$ cat config.mk
export PLATFORM = sky130hd
export DESIGN_NAME = sky_sun_color_from_elevation_core
export DESIGN_NICKNAME = d
export VERILOG_FILES = /design/src/rtl/sscfe_pkg.sv /design/src/rtl/sscfe_div.sv /design/src/rtl/sky_sun_color_from_elevation_core.sv
export VERILOG_INCLUDE_DIRS = /design/src /design/src/rtl
export SDC_FILE = /design/constraint.sdc
export NUM_CORES = 2
export LEC_CHECK = 0
export ABC_AREA = 1
export BUFFER_PORTS_ARGS = -buffer_cell sky130_fd_sc_hd__buf_2
export CORE_UTILIZATION = 55
export CTS_BUF_LIST = sky130_fd_sc_hd__clkbuf_8
export DETAILED_ROUTE_END_ITERATION = 12
export PLACE_DENSITY_LB_ADDON = 0.15
export SLEW_MARGIN = 30
export SYNTH_ARGS = -nofsm -noshare
export SYNTH_HDL_FRONTEND = slang
export SYNTH_HIERARCHICAL = 1
export SYNTH_SLANG_ARGS = --single-unit
$ cat constraint.sdc
create_clock -name clk -period 16.8 [get_ports clk]
set_input_delay 0.84 -clock clk [delete_from_list [all_inputs] [get_ports clk]]
set_output_delay 0.84 -clock clk [all_outputs]
set_load 0.03 [all_outputs]
$ cat src/rtl/sky_sun_color_from_elevation_core_assert.svh
// assertion macros for the sun and sky color block
`ifndef SKY_SUN_COLOR_FROM_ELEVATION_CORE_ASSERT_SVH
`define SKY_SUN_COLOR_FROM_ELEVATION_CORE_ASSERT_SVH
`ifndef ASSERT_OFF
`define SSCFE_ASSERT(lbl, prop, msg) \
  lbl: assert property (@(posedge clk) disable iff (rst) prop) else $error(msg);
`define SSCFE_ASSERT_RST(lbl, prop, msg) \
  lbl: assert property (@(posedge clk) prop) else $error(msg);
`else
`define SSCFE_ASSERT(lbl, prop, msg)
`define SSCFE_ASSERT_RST(lbl, prop, msg)
`endif
`endif

$ cat src/rtl/sscfe_pkg.sv
// shared types, constants and color tables for the sun and sky color block
`timescale 1ns / 1ps
package sscfe_pkg;

  localparam int ELEV_W  = 15;
  localparam int OUT_W   = 16;
  localparam int XYZ_W   = 18;
  localparam int H_W     = 21;
  localparam int OFF_W   = 22;
  localparam int MA_W    = 23;
  localparam int MB_W    = 19;
  localparam int PROD_W  = MA_W + MB_W;
  localparam int C_W     = 39;
  localparam int DEF_COLOR_FRAC_BITS = 15;

  localparam logic signed [MA_W-1:0] HOUR_GAIN  = 23'sd4005265;
  localparam logic [37:0]            HOUR_BIAS  = 38'h18_0001_0000;
  localparam logic signed [C_W-1:0]  BLUE_FLOOR = 39'sd107374;
  localparam logic [OUT_W-1:0]       OUT_MAX    = 16'hFFFF;

  typedef logic signed [MB_W-1:0] coef_t;

  localparam coef_t MAT [3][3] = '{
    '{ 19'sd212368, -19'sd100739, -19'sd32672},
    '{-19'sd63521,   19'sd122945,  19'sd2723},
    '{ 19'sd3647,   -19'sd13372,   19'sd69292}
  };

  localparam int SKY_MICRO [24][3] = '{
    '{308000, 308000, 411000}, '{308000, 308000, 410000},
    '{301000, 301000, 402000}, '{287000, 287000, 382000},
    '{258000, 258000, 344000}, '{258000, 258000, 344000},
    '{0, 0, 0},
    '{962851, 1000000, 1747835}, '{967787, 1000000, 1776762},
    '{970173, 1000000, 1788413}, '{971431, 1000000, 1794102},
    '{972099, 1000000, 1797096}, '{972385, 1000000, 1798389},
    '{972361, 1000000, 1798278}, '{972020, 1000000, 1796740},
    '{971275, 1000000, 1793407}, '{969885, 1000000, 1787078},
    '{967216, 1000000, 1773758}, '{961668, 1000000, 1739891},
    '{0, 0, 0},
    '{264000, 264000, 352000}, '{264000, 264000, 352000},
    '{290000, 290000, 386000}, '{303000, 303000, 404000}
  };

  localparam int SUN_MICRO [24][3] = '{
    '{0, 0, 0}, '{0, 0, 0}, '{0, 0, 0}, '{0, 0, 0}, '{0, 0, 0}, '{0, 0, 0},
    '{0, 0, 0},
    '{12703322, 12989393, 9100411},  '{13202644, 13597814, 11524929},
    '{13192974, 13597458, 12264488}, '{13132943, 13535914, 12560032},
    '{13088722, 13489535, 12692996}, '{13067827, 13467483, 12745179},
    '{13069653, 13469413, 12740822}, '{13094319, 13495428, 12678066},
    '{13142133, 13545483, 12526785}, '{13201734, 13606017, 12188001},
    '{13182774, 13572725, 11311157}, '{12448635, 12672520, 8267771},
    '{0, 0, 0}, '{0, 0, 0}, '{0, 0, 0}, '{0, 0, 0}, '{0, 0, 0}
  };

  typedef struct packed {
    logic [4:0]                 t0;
    logic                       wide;
    logic [2:0][XYZ_W-1:0]      v0;
    logic [2:0][XYZ_W-1:0]      v1;
  } seg_t;

  typedef enum logic [3:0] {
    ST_IDLE, ST_HOUR_MUL, ST_HOUR_ACC, ST_INT_MUL, ST_INT_ACC, ST_MAT_MUL,
    ST_MAT_ACC, ST_PEAK, ST_DIV_GO, ST_DIV_WAIT, ST_DONE
  } state_t;

  function automatic logic [XYZ_W-1:0] q14(input int micro);
    longint p;
    p = (longint'(micro) * 16384 + 500000) / 1000000;
    return p[XYZ_W-1:0];
  endfunction

  // segment of the hour table that covers [u, u+1)
  function automatic seg_t seg_lookup(input logic sun, input logic [4:0] u);
    seg_t       s;
    logic [4:0] a;
    logic [4:0] b;
    if (!sun && u >= 5'd23) begin
      a = 5'd23; b = 5'd23;
    end else if (sun && u < 5'd5) begin
      a = 5'd5; b = 5'd5;
    end else if (sun && u >= 5'd20) begin
      a = 5'd20; b = 5'd20;
    end else if (u == 5'd5 || u == 5'd6) begin
      a = 5'd5; b = 5'd7;
    end else if (u == 5'd18 || u == 5'd19) begin
      a = 5'd18; b = 5'd20;
    end else begin
      a = u; b = u + 5'd1;
    end
    s.t0   = a;
    s.wide = (b - a) == 5'd2;
    for (int k = 0; k < 3; k++) begin
      s.v0[k] = '0;
      s.v1[k] = '0;
      for (int i = 0; i < 24; i++) begin
        if (a == 5'(i)) s.v0[k] = sun ? q14(SUN_MICRO[i][k]) : q14(SKY_MICRO[i][k]);
        if (b == 5'(i)) s.v1[k] = sun ? q14(SUN_MICRO[i][k]) : q14(SKY_MICRO[i][k]);
      end
    end
    return s;
  endfunction

endpackage

$ cat src/rtl/sscfe_div.sv
// restoring divider, one quotient bit per cycle
`timescale 1ns / 1ps
module sscfe_div import sscfe_pkg::*; #(
  parameter int NW = 54,
  parameter int DW = 38,
  parameter int QW = 16
) (
  input  logic          clk,
  input  logic          rst,
  input  logic          start,
  input  logic [NW-1:0] num,
  input  logic [DW-1:0] den,
  output logic          done,
  output logic [QW-1:0] quo
);

  localparam int CNT_W = $clog2(QW);

  logic [NW-1:0]    rem;
  logic [NW-1:0]    dsh;
  logic [CNT_W-1:0] cnt;
  logic             busy;

  always_ff @(posedge clk) begin
    if (rst) begin
      busy <= 1'b0;
      done <= 1'b0;
    end else begin
      done <= 1'b0;
      if (start) begin
        busy <= 1'b1;
        cnt  <= CNT_W'(QW - 1);
        rem  <= num;
        dsh  <= NW'(den) << (QW - 1);
        quo  <= '0;
      end else if (busy) begin
        if (rem >= dsh) begin
          rem <= rem - dsh;
          quo <= {quo[QW-2:0], 1'b1};
        end else begin
          quo <= {quo[QW-2:0], 1'b0};
        end
        dsh <= dsh >> 1;
        cnt <= cnt - CNT_W'(1);
        if (cnt == '0) begin
          busy <= 1'b0;
          done <= 1'b1;
        end
      end
    end
  end

endmodule

$ cat src/rtl/sky_sun_color_from_elevation_core.sv
// sun and sky color from sun elevation, sequenced over one shared multiplier
//   channel   | direction | handshake                 | beat
//   elevation | in        | elev_valid / elev_ready   | elevation
//   color     | out       | color_valid / color_ready | sky xyz, sky rgb, sun rgb
// one beat runs from accept to next accept through 25 multiply-accumulate steps on the
// shared multiplier, six peak search steps, six restoring divisions, the output state
// and the idle state. elev_ready is high only while idle; a finished beat waits in
// the output register while the next elevation is taken, and the sequencer holds in
// its last state while that register is still full.
// rst is synchronous and clears the sequencer and the output valid.
`timescale 1ns / 1ps
`include "sky_sun_color_from_elevation_core_assert.svh"
module sky_sun_color_from_elevation_core import sscfe_pkg::*; #(
  parameter int COLOR_FRAC_BITS = DEF_COLOR_FRAC_BITS
) (
  input  logic                     clk,
  input  logic                     rst,
  input  logic                     elev_valid,
  output logic                     elev_ready,
  input  logic signed [ELEV_W-1:0] elevation,
  output logic                     color_valid,
  input  logic                     color_ready,
  output logic [OUT_W-1:0]         sky_x,
  output logic [OUT_W-1:0]         sky_y,
  output logic [OUT_W-1:0]         sky_z,
  output logic [OUT_W-1:0]         sky_red,
  output logic [OUT_W-1:0]         sky_green,
  output logic [OUT_W-1:0]         sky_blue,
  output logic [OUT_W-1:0]         sun_red,
  output logic [OUT_W-1:0]         sun_green,
  output logic [OUT_W-1:0]         sun_blue
);

  localparam int QW = COLOR_FRAC_BITS + 1;
  localparam int DW = C_W - 1;
  localparam int NW = C_W + COLOR_FRAC_BITS;

  state_t state, state_next;

  logic signed [ELEV_W-1:0] elev;
  logic [H_W-1:0]           h;
  logic signed [PROD_W-1:0] prod;
  logic signed [MA_W-1:0]   mul_a;
  logic signed [MB_W-1:0]   mul_b;
  logic                     sel_sun;
  logic [1:0]               k;
  logic [1:0]               j;
  logic [XYZ_W-1:0]         xyz [2][3];
  logic signed [C_W-1:0]    acc;
  logic signed [C_W-1:0]    c [2][3];
  logic [DW-1:0]            m;
  logic [OUT_W-1:0]         res [2][3];

  seg_t                     seg;
  logic signed [OFF_W-1:0]  off;
  logic signed [MB_W-1:0]   dv;
  logic signed [PROD_W-1:0] hsum;
  logic                     neg;
  logic [PROD_W-1:0]        mag;
  logic [PROD_W-1:0]        rnd;
  logic signed [19:0]       ival;
  logic signed [C_W-1:0]    acc_sum;
  logic signed [C_W-1:0]    cand;
  logic signed [C_W-1:0]    base;
  logic signed [C_W-1:0]    cur;
  logic [DW-1:0]            vpos;
  logic                     div_start;
  logic [NW-1:0]            div_num;
  logic                     div_done;
  logic [QW-1:0]            div_q;
  logic [QW+OUT_W-1:0]      qx;
  logic [OUT_W-1:0]         qsat;

  function automatic logic [OUT_W-1:0] sat_xyz(input logic [XYZ_W-1:0] v);
    return (v > XYZ_W'(OUT_MAX)) ? OUT_MAX : v[OUT_W-1:0];
  endfunction

  assign seg  = seg_lookup(sel_sun, h[H_W-1 -: 5]);
  assign off  = $signed({1'b0, h}) - $signed({1'b0, seg.t0, 16'b0});
  assign dv   = $signed({1'b0, seg.v1[k]}) - $signed({1'b0, seg.v0[k]});
  assign hsum = $signed({4'b0, HOUR_BIAS}) + prod;
  assign neg  = prod < 0;
  assign mag  = neg ? PROD_W'(-prod) : PROD_W'(prod);
  assign rnd  = seg.wide ? (mag + (PROD_W'(1) << 16)) >> 17
                         : (mag + (PROD_W'(1) << 15)) >> 16;
  assign ival = $signed({2'b0, seg.v0[k]}) +
                (neg ? -$signed(rnd[19:0]) : $signed(rnd[19:0]));
  assign acc_sum = acc + prod[C_W-1:0];

  assign cand = (k == 2'd0) ? c[sel_sun][2] : (k == 2'd1) ? c[sel_sun][0] : c[sel_sun][1];
  assign base = (k == 2'd0) ? BLUE_FLOOR : $signed({1'b0, m});

  assign cur     = c[sel_sun][k];
  assign vpos    = (cur > 0) ? cur[DW-1:0] : '0;
  assign div_num = (NW'(vpos) << COLOR_FRAC_BITS) + NW'(m >> 1);

  assign qx   = (QW + OUT_W)'(div_q);
  assign qsat = (qx > (QW + OUT_W)'(OUT_MAX)) ? OUT_MAX : qx[OUT_W-1:0];

  sscfe_div #(.NW(NW), .DW(DW), .QW(QW)) u_div (
    .clk   (clk),
    .rst   (rst),
    .start (div_start),
    .num   (div_num),
    .den   (m),
    .done  (div_done),
    .quo   (div_q)
  );

  // next state
  always_comb begin
    state_next = state;
    unique case (state)
      ST_IDLE:     if (elev_valid) state_next = ST_HOUR_MUL;
      ST_HOUR_MUL: state_next = ST_HOUR_ACC;
      ST_HOUR_ACC: state_next = ST_INT_MUL;
      ST_INT_MUL:  state_next = ST_INT_ACC;
      ST_INT_ACC:  state_next = (k == 2'd2 && sel_sun) ? ST_MAT_MUL : ST_INT_MUL;
      ST_MAT_MUL:  state_next = ST_MAT_ACC;
      ST_MAT_ACC:  state_next = (j == 2'd2 && k == 2'd2 && sel_sun) ? ST_PEAK : ST_MAT_MUL;
      ST_PEAK:     if (k == 2'd2) state_next = ST_DIV_GO;
      ST_DIV_GO:   state_next = ST_DIV_WAIT;
      ST_DIV_WAIT: begin
        if (div_done) begin
          if (k != 2'd2)    state_next = ST_DIV_GO;
          else if (sel_sun) state_next = ST_DONE;
          else              state_next = ST_PEAK;
        end
      end
      ST_DONE:     if (!color_valid || color_ready) state_next = ST_IDLE;
      default:     state_next = ST_IDLE;
    endcase
  end

  // outputs of the sequencer
  always_comb begin
    elev_ready = 1'b0;
    div_start  = 1'b0;
    mul_a      = '0;
    mul_b      = '0;
    unique case (state)
      ST_IDLE:     elev_ready = 1'b1;
      ST_HOUR_MUL: begin
        mul_a = HOUR_GAIN;
        mul_b = MB_W'(elev);
      end
      ST_INT_MUL:  begin
        mul_a = MA_W'(off);
        mul_b = dv;
      end
      ST_MAT_MUL:  begin
        mul_a = MA_W'(MAT[k][j]);
        mul_b = $signed({1'b0, xyz[sel_sun][j]});
      end
      ST_DIV_GO:   div_start = 1'b1;
      default:     ;
    endcase
  end

  always_ff @(posedge clk) begin
    if (rst) begin
      state       <= ST_IDLE;
      color_valid <= 1'b0;
      sel_sun     <= 1'b0;
      k           <= '0;
      j           <= '0;
    end else begin
      state <= state_next;
      prod  <= mul_a * mul_b;
      if (color_valid && color_ready && state != ST_DONE) color_valid <= 1'b0;
      case (state)
        ST_IDLE: begin
          elev    <= elevation;
          sel_sun <= 1'b0;
          k       <= '0;
          j       <= '0;
        end
        ST_HOUR_ACC: h <= hsum[37:17];
        ST_INT_ACC: begin
          xyz[sel_sun][k] <= ival[XYZ_W-1:0];
          acc <= '0;
          if (k == 2'd2) begin
            k       <= '0;
            sel_sun <= ~sel_sun;
          end else begin
            k <= k + 2'd1;
          end
        end
        ST_MAT_ACC: begin
          if (j == 2'd2) begin
            c[sel_sun][k] <= acc_sum;
            acc <= '0;
            j   <= '0;
            if (k == 2'd2) begin
              k       <= '0;
              sel_sun <= ~sel_sun;
            end else begin
              k <= k + 2'd1;
            end
          end else begin
            acc <= acc_sum;
            j   <= j + 2'd1;
          end
        end
        ST_PEAK: begin
          m <= (cand > base) ? cand[DW-1:0] : base[DW-1:0];
          k <= (k == 2'd2) ? 2'd0 : k + 2'd1;
        end
        ST_DIV_WAIT: begin
          if (div_done) begin
            res[sel_sun][k] <= qsat;
            if (k == 2'd2) begin
              k <= '0;
              if (!sel_sun) sel_sun <= 1'b1;
            end else begin
              k <= k + 2'd1;
            end
          end
        end
        ST_DONE: begin
          if (!color_valid || color_ready) begin
            color_valid <= 1'b1;
            sky_x     <= sat_xyz(xyz[0][0]);
            sky_y     <= sat_xyz(xyz[0][1]);
            sky_z     <= sat_xyz(xyz[0][2]);
            sky_red   <= res[0][0];
            sky_green <= res[0][1];
            sky_blue  <= res[0][2];
            sun_red   <= res[1][0];
            sun_green <= res[1][1];
            sun_blue  <= res[1][2];
          end
        end
        default: ;
      endcase
    end
  end

  `SSCFE_ASSERT(a_take_leaves_idle, elev_valid && elev_ready |=> !elev_ready, "beat taken but still idle")
  `SSCFE_ASSERT(a_div_done_in_wait, div_done |-> state == ST_DIV_WAIT, "divider done outside wait")
  `SSCFE_ASSERT(a_quo_bound, div_done |-> div_q <= (QW'(1) << COLOR_FRAC_BITS), "quotient above one")
  `SSCFE_ASSERT_RST(a_reset_clear, rst |=> !color_valid && state == ST_IDLE, "reset left work")

endmodule
# Word-level counts from Yosys, hierarchy flattened
# Memories as Yosys holds them, arrays and structs flattened. A register that Yosys moved wholly into a read port is not among the register bits.
# Index checks and enable logic that the tools add are counted.
[word_totals]
regBits = 342
ramBits = 438
input_bits = 19
output_inout_bits = 146
elab_cells = 447
mem_count = 3
[op_classes]
addsub = 16
mul = 1
order_cmp = 15
n_eq_ne = 72
n_mux = 278
bitwise_logic = 5
reduce_logical = 37
[mem_list]
columns = ["memory", "words", "word_bits", "read_ports", "rd_ports_with_merged_regs", "write_ports", "line_no", "text"]
rows = [
  ["c", 2, 117, 1, 1, 1, "sky_sun_color_from_elevation_core.sv:50", "logic signed [C_W-1:0] c [2][3];"],
  ["xyz", 2, 54, 2, 1, 1, "sky_sun_color_from_elevation_core.sv:48", "logic [XYZ_W-1:0] xyz [2][3];"],
  ["res", 2, 48, 2, 2, 1, "sky_sun_color_from_elevation_core.sv:52", "logic [OUT_W-1:0] res [2][3];"],
]
[op_table]
columns = ["operator", "n"]
rows = [
  ["$mux W18", 169],
  ["$mux W13", 19],
  ["$mux W39", 6],
  ["$mux W54", 4],
  ["$mux W117", 1],
  ["$bmux W57 S2", 1],
  ["$mux W38", 3],
  ["$mux W57", 2],
  ["$bmux W18 S2", 3],
  ["$mux W53", 2],
  ["$eq A5 B5 Y1 const B", 18],
  ["$eq A5 B4 Y1 const B", 16],
  ["$bmux W39 S2", 1],
  ["$demux W39 S2", 1],
  ["$pmux W39 S2", 1],
  ["$pmux W23 S3", 1],
  ["$pmux W19 S3", 1],
  ["$add A53 B37 Y54", 1],
  ["$ge A54 B53 Y1", 1],
  ["$gt A18 B16 Y1 const B", 3],
  ["$sub A54 B53 Y54", 1],
  ["$eq A5 B3 Y1 const B", 10],
  ["$mux W5", 10],
  ["$mux W16", 3],
  ["63 further kinds", 146],
]

# Logic depth before layout (Yosys ltp)
[logic_depth]
depth_word = 37
mapped_depth = 77
depth_no_buf = 77

# Modules after synthesis
# Netlist, hierarchy kept.
[modules_own_cells]
columns = ["module", "instances", "cells_per_inst", "area_per_inst_um2", "seq_area_each_um2"]
rows = [
  ["sky_sun_color_from_elevation_core", 1, 6338, 56865.8, 22291.4],
  ["sscfe_div", 1, 1565, 10391.2, 3853.7],
]

# Least setup slack after synthesis
# Ideal clock, no wire load.
[synth_timing]
path_type = "input to register"
start = "input port rst"
end = "register sky_blue[0], read port of res, enable pin"
setup_ps = 1000
arrival_ps = 14660
required_ps = 15800
slack_ps = 1141
stages = 2
path_buffers = 1
cell_sequence = "clkbuf_1 > nor4_1"
[synth_between]
elab_chain_len = 2
[synth_rtl]
columns = ["item", "line_no", "text"]
rows = [
  ["start: declaration", "sky_sun_color_from_elevation_core.sv:17", "input logic rst,"],
  ["$not A1 Y1 (no line)", "n/a", ""],
  ["$reduce_and A3 Y1 (no line)", "n/a", ""],
  ["end: declaration", "sky_sun_color_from_elevation_core.sv:28", "output logic [OUT_W-1:0] sky_blue,"],
]
# Every way passes these cells.
# A chain may end at the register's enable or synchronous reset.

# Final worst setup path
[layout_timing]
start = "register h[20]"
end = "register prod[35], data pin"
[layout_between]
elab_chain_len = 37
word_cells_on_any_way = 210
classes_between = "add/sub (3); mul (1); order compare (3); eq/ne (50); mux (146); reduce/logical (7)"
[layout_rtl]
columns = ["item", "line_no", "text"]
rows = [
  ["start: declaration", "sky_sun_color_from_elevation_core.sv:41", "logic [H_W-1:0] h;"],
  ["start signal: assignment", "sky_sun_color_from_elevation_core.sv:178", "ST_HOUR_ACC: h <= hsum[37:17];"],
  ["branches (longest 36 deep; another with $add A5 B1 Y5)", "n/a", ""],
  ["$mul A23 B19 Y42 (*)", "sky_sun_color_from_elevation_core.sv:169", "prod <= mul_a * mul_b;"],
  ["end signal: assignment", "sky_sun_color_from_elevation_core.sv:169", ""],
  ["end: declaration", "sky_sun_color_from_elevation_core.sv:42", "logic signed [PROD_W-1:0] prod;"],
]
# Every way passes the cells marked *. The select of a mux whose other input is x is not followed.

==> summary.md <==
| Metric | Value |
|---|---|
| Syn. warnings | 6 |
| Skew-Pair Late Insertion Delay | roughly 0.9 ns |
| Arrival @ worst endpoint | around 15 ns |
| Startpoint types | flop |
| Gate Count Post-Synth | between 7k and 8k |
| CTS Buffer Depth | 3 |
| CTS tree | done |
| Min-Delay Path Depth | 1 |
| Die area | 124000 µm² |
| Ys async rst share | 0 |
| Seq/Total Area, Yosys | 0.389 |
| Hold_buf cts | 0 |
| R2R depth | 65 |
| Final ANT Viol Nets | 0 |
| Final setup fails | 0 |
| Worst-path clk slew | about 0.07 ns |
| RD Place Congestion | a little over 1 |
| Htree depth | 4 |
| Syn Area/Cell | 8.51 µm² |
| RSZ-0062 raised after global routing | false |
| Initial core utilization | 0.558 |
| Average wire per standard cell | around 22 µm |
| Total core area | 121000 µm² |
| Gr ovfl total | 0 |
| F_max | roughly 0.072 GHz |
| Initial DRC Count | about 6.7k |
| Fin crit period | around 14 ns |
| PortBufs | ~160 |
| Die W | between 300 and 400 µm |
| Crit Path Class | reg2reg |
| FF+latch area | around 26000 µm² |
| DP HPWL | between 150 and 200 mm |
| Total negative slack | 0 ns |
| Clock buffer count from CTS | roughly 150 |
| Vias | approximately 56k |
| DR pass1 iterations | 6 |
| Layout cells sized above 1 | 0.0798 |
| Pleak | 33.2 nW |
| # resized after CTS | 0 |
| Worst Tran Pin Value | ~1.1 ns |
| Die Y | around 350 µm |
| Slew Limit Headroom | 0.283 |
| VDD IR max | between 150 and 200 µV |
| CP most frequent cell | nand2_1 |
| DRT Wirelength | ~220 mm |
| Setup Buffers After CTS | 0 |
| Pwr dens | roughly 130 nW/µm² |
| Max Fanout on Critical Path | 18 |
| Pin count of the biggest net entering global routing | a little over 100 |
| Final Max Tran Viols | 0 |
| Utilization after layout | 0.604 |
| Max cap viols | 0 |
| Row count | roughly 130 |
| Fin crit share | 0.831 |
| CP Capture Type | flop |
| # DRC | 0 |
| Status | finished, final reports clean |
| Multi-input gate area | 35100 µm² |
| Final Skew | ~0.051 ns |
| Post-synth top flop | edfxtp_1 |
| First-pass GRT wire length | 327 mm |
| Final Hold Viols | 0 |
| CP max stage cell | edfxtp_1 |
| Post-synth EDFFs | roughly 860 |
| Seq cells post-synth | just under 900 |
| Synth Cell Area | 67300 µm² |
| Crit-path max cell delay | 0.57 ns |
| Worst Hold Class | in2reg |
| Final net count | roughly 8.9k |
| CP required | around 17 ns |
| Io pins | 165 |
| Initial antenna violation count | 2 |
| Synth-to-Final Area Change | 8.32% |
| Gr usage total | 0.355 |
| Fill cells | between 10k and 15k |
| CTS sink count | 875 |
| Root Driver | clkbuf_8 |
| Vias per std cell | 5.72 |
| Vias in the first global route | between 50k and 60k |
| Library cells used by synthesis | 69 |
| Syn nets | between 8k and 9k |
area by class of cell:
class / instances / share of cell area
repair buffers: 252 / 0.0205
flip-flops and latches: 875 / 0.359
inverters: 1411 / 0.0728
diodes: 2 / 0.0000687
clock buffers: 148 / 0.0280
multi-input cells: 5397 / 0.481
well taps: 1612 / 0.0277
clock inverters: 116 / 0.0106
cells in the final DEF (no fill, tap or decap), types with 23 or more instances in the layout:
| cell | instances |
|---|---|
| o21ai_0 | 359 |
| clkbuf_8 | 148 |
| o21ai_1 | 23 |
| edfxtp_1 | 862 |
| xnor2_1 | 64 |
| a21oi_1 | 361 |
| clkinv_1 | 54 |
| inv_2 | 36 |
| fa_1 | 442 |
| inv_1 | 1399 |
| mux2i_1 | 46 |
| or2_2 | 29 |
| nand4_1 | 72 |
| nor4_1 | 26 |
| o211ai_1 | 45 |
| nor2_2 | 54 |
| nand2_1 | 1982 |
| xor2_1 | 135 |
| buf_4 | 87 |
| buf_2 | 164 |
| nand2_2 | 35 |
| nor3_1 | 73 |
| nand3_1 | 308 |
| ha_1 | 329 |
| nor2_4 | 26 |
| a31oi_1 | 48 |
| nor2_1 | 710 |
synth_stat cells (all sizes together) (73+ instances only):
cell	instances	area, µm²
nand4	73	463
nand2	2019	7680
a21oi	364	1830
nor2	791	3180
inv	1392	5230
ha	331	4140
xor2	135	1180
edfxtp	862	25900
fa	442	8850
nand3	317	1630
nor3	83	467
clkbuf	161	604
o21ai	385	1940
where the power goes:
part | leakage, nW | switching [mW] | internal, mW
registers | 7.92 | 0.0982 | 2.90
logic | 23.7 | 3.54 | 1.43
clock network | 1.59 | 0.913 | 0.943
registers in the layout, indices dropped and copies added (netlist names), 21 cells and up, named ones only:
register / flops
u_div/dsh: 53
u_div/rem: 54
xyz: 108
acc: 39
res: 96
c: 234
prod: 40
h: 21
m: 38
critical path: cells and delay by family (launching register included):
kind / cells / cell delay (ns)
AO/OA/AOI/OAI: 17 / 2.71
XOR/XNOR: 2 / 0.22
adder cells (fa/ha/maj): 9 / 3.94
buffers and inverters: 12 / 2.02
flip-flops: 1 / 0.57
AND/OR/NAND/NOR: 25 / 4.25
layer usage:
layer	GRT usage	wire length, µm	vias to the layer above
met5	0	12	-
met4	0.133	8110	2
met3	0.0722	23100	465
met2	0.537	95300	2948
met1	0.505	91400	26900
li1	-	-	25900
worst paths after layout:
kind / from / end / slack [ns]
setup / recovery: h[20]$_DFFE_PP_ / prod[35]$_DFFE_PN_ / 2.84
hold / removal: elevation[0] / elev[0]$_DFFE_PP_ / 0.14
setup reg to reg: h[20]$_DFFE_PP_ / prod[35]$_DFFE_PN_ / 2.84
hold reg to reg: res[1][9]$_DFFE_PP_ / sun_blue[9]$_DFFE_PP_ / 0.41
through the flow:
step | hold slack, ns | setup slack, ns | cells | power (mW) | area, µm²
floorplan | 0.400 | 1.14 | 7903 | 6.21 | 67300
global placement | 0.401 | 3.12 | 9547 | 7.87 | 70000
detailed placement | 0.405 | 3.10 | 9547 | 7.90 | 70000
CTS | 0.0675 | 3.10 | 9811 | 9.78 | 72800
global route | 0.0970 | 1.59 | 9812 | 10.4 | 72800
finish | 0.140 | 2.84 | 9813 | 9.83 | 72800
logic make-up (layout without fill, tap and decap cells):
| logic type | count (synthesis) | count (layout) | share of synthesized area |
|---|---|---|---|
| muxes | 46 | 46 | 0.00685 |
| xor gates and xnor gates | 199 | 199 | 0.0259 |
| adders and majority gates | 773 | 773 | 0.193 |
| buffers and inverters | 1631 | 1927 | 0.0922 |
| DFF | 875 | 875 | 0.389 |
| AOI/OAI and AO/OA | 1016 | 1016 | 0.0860 |
| other | 0 | 2 | 0 |
| and+or+nand+nor | 3363 | 3363 | 0.207 |
No activity file was read; power rests on OpenSTA's default activity.
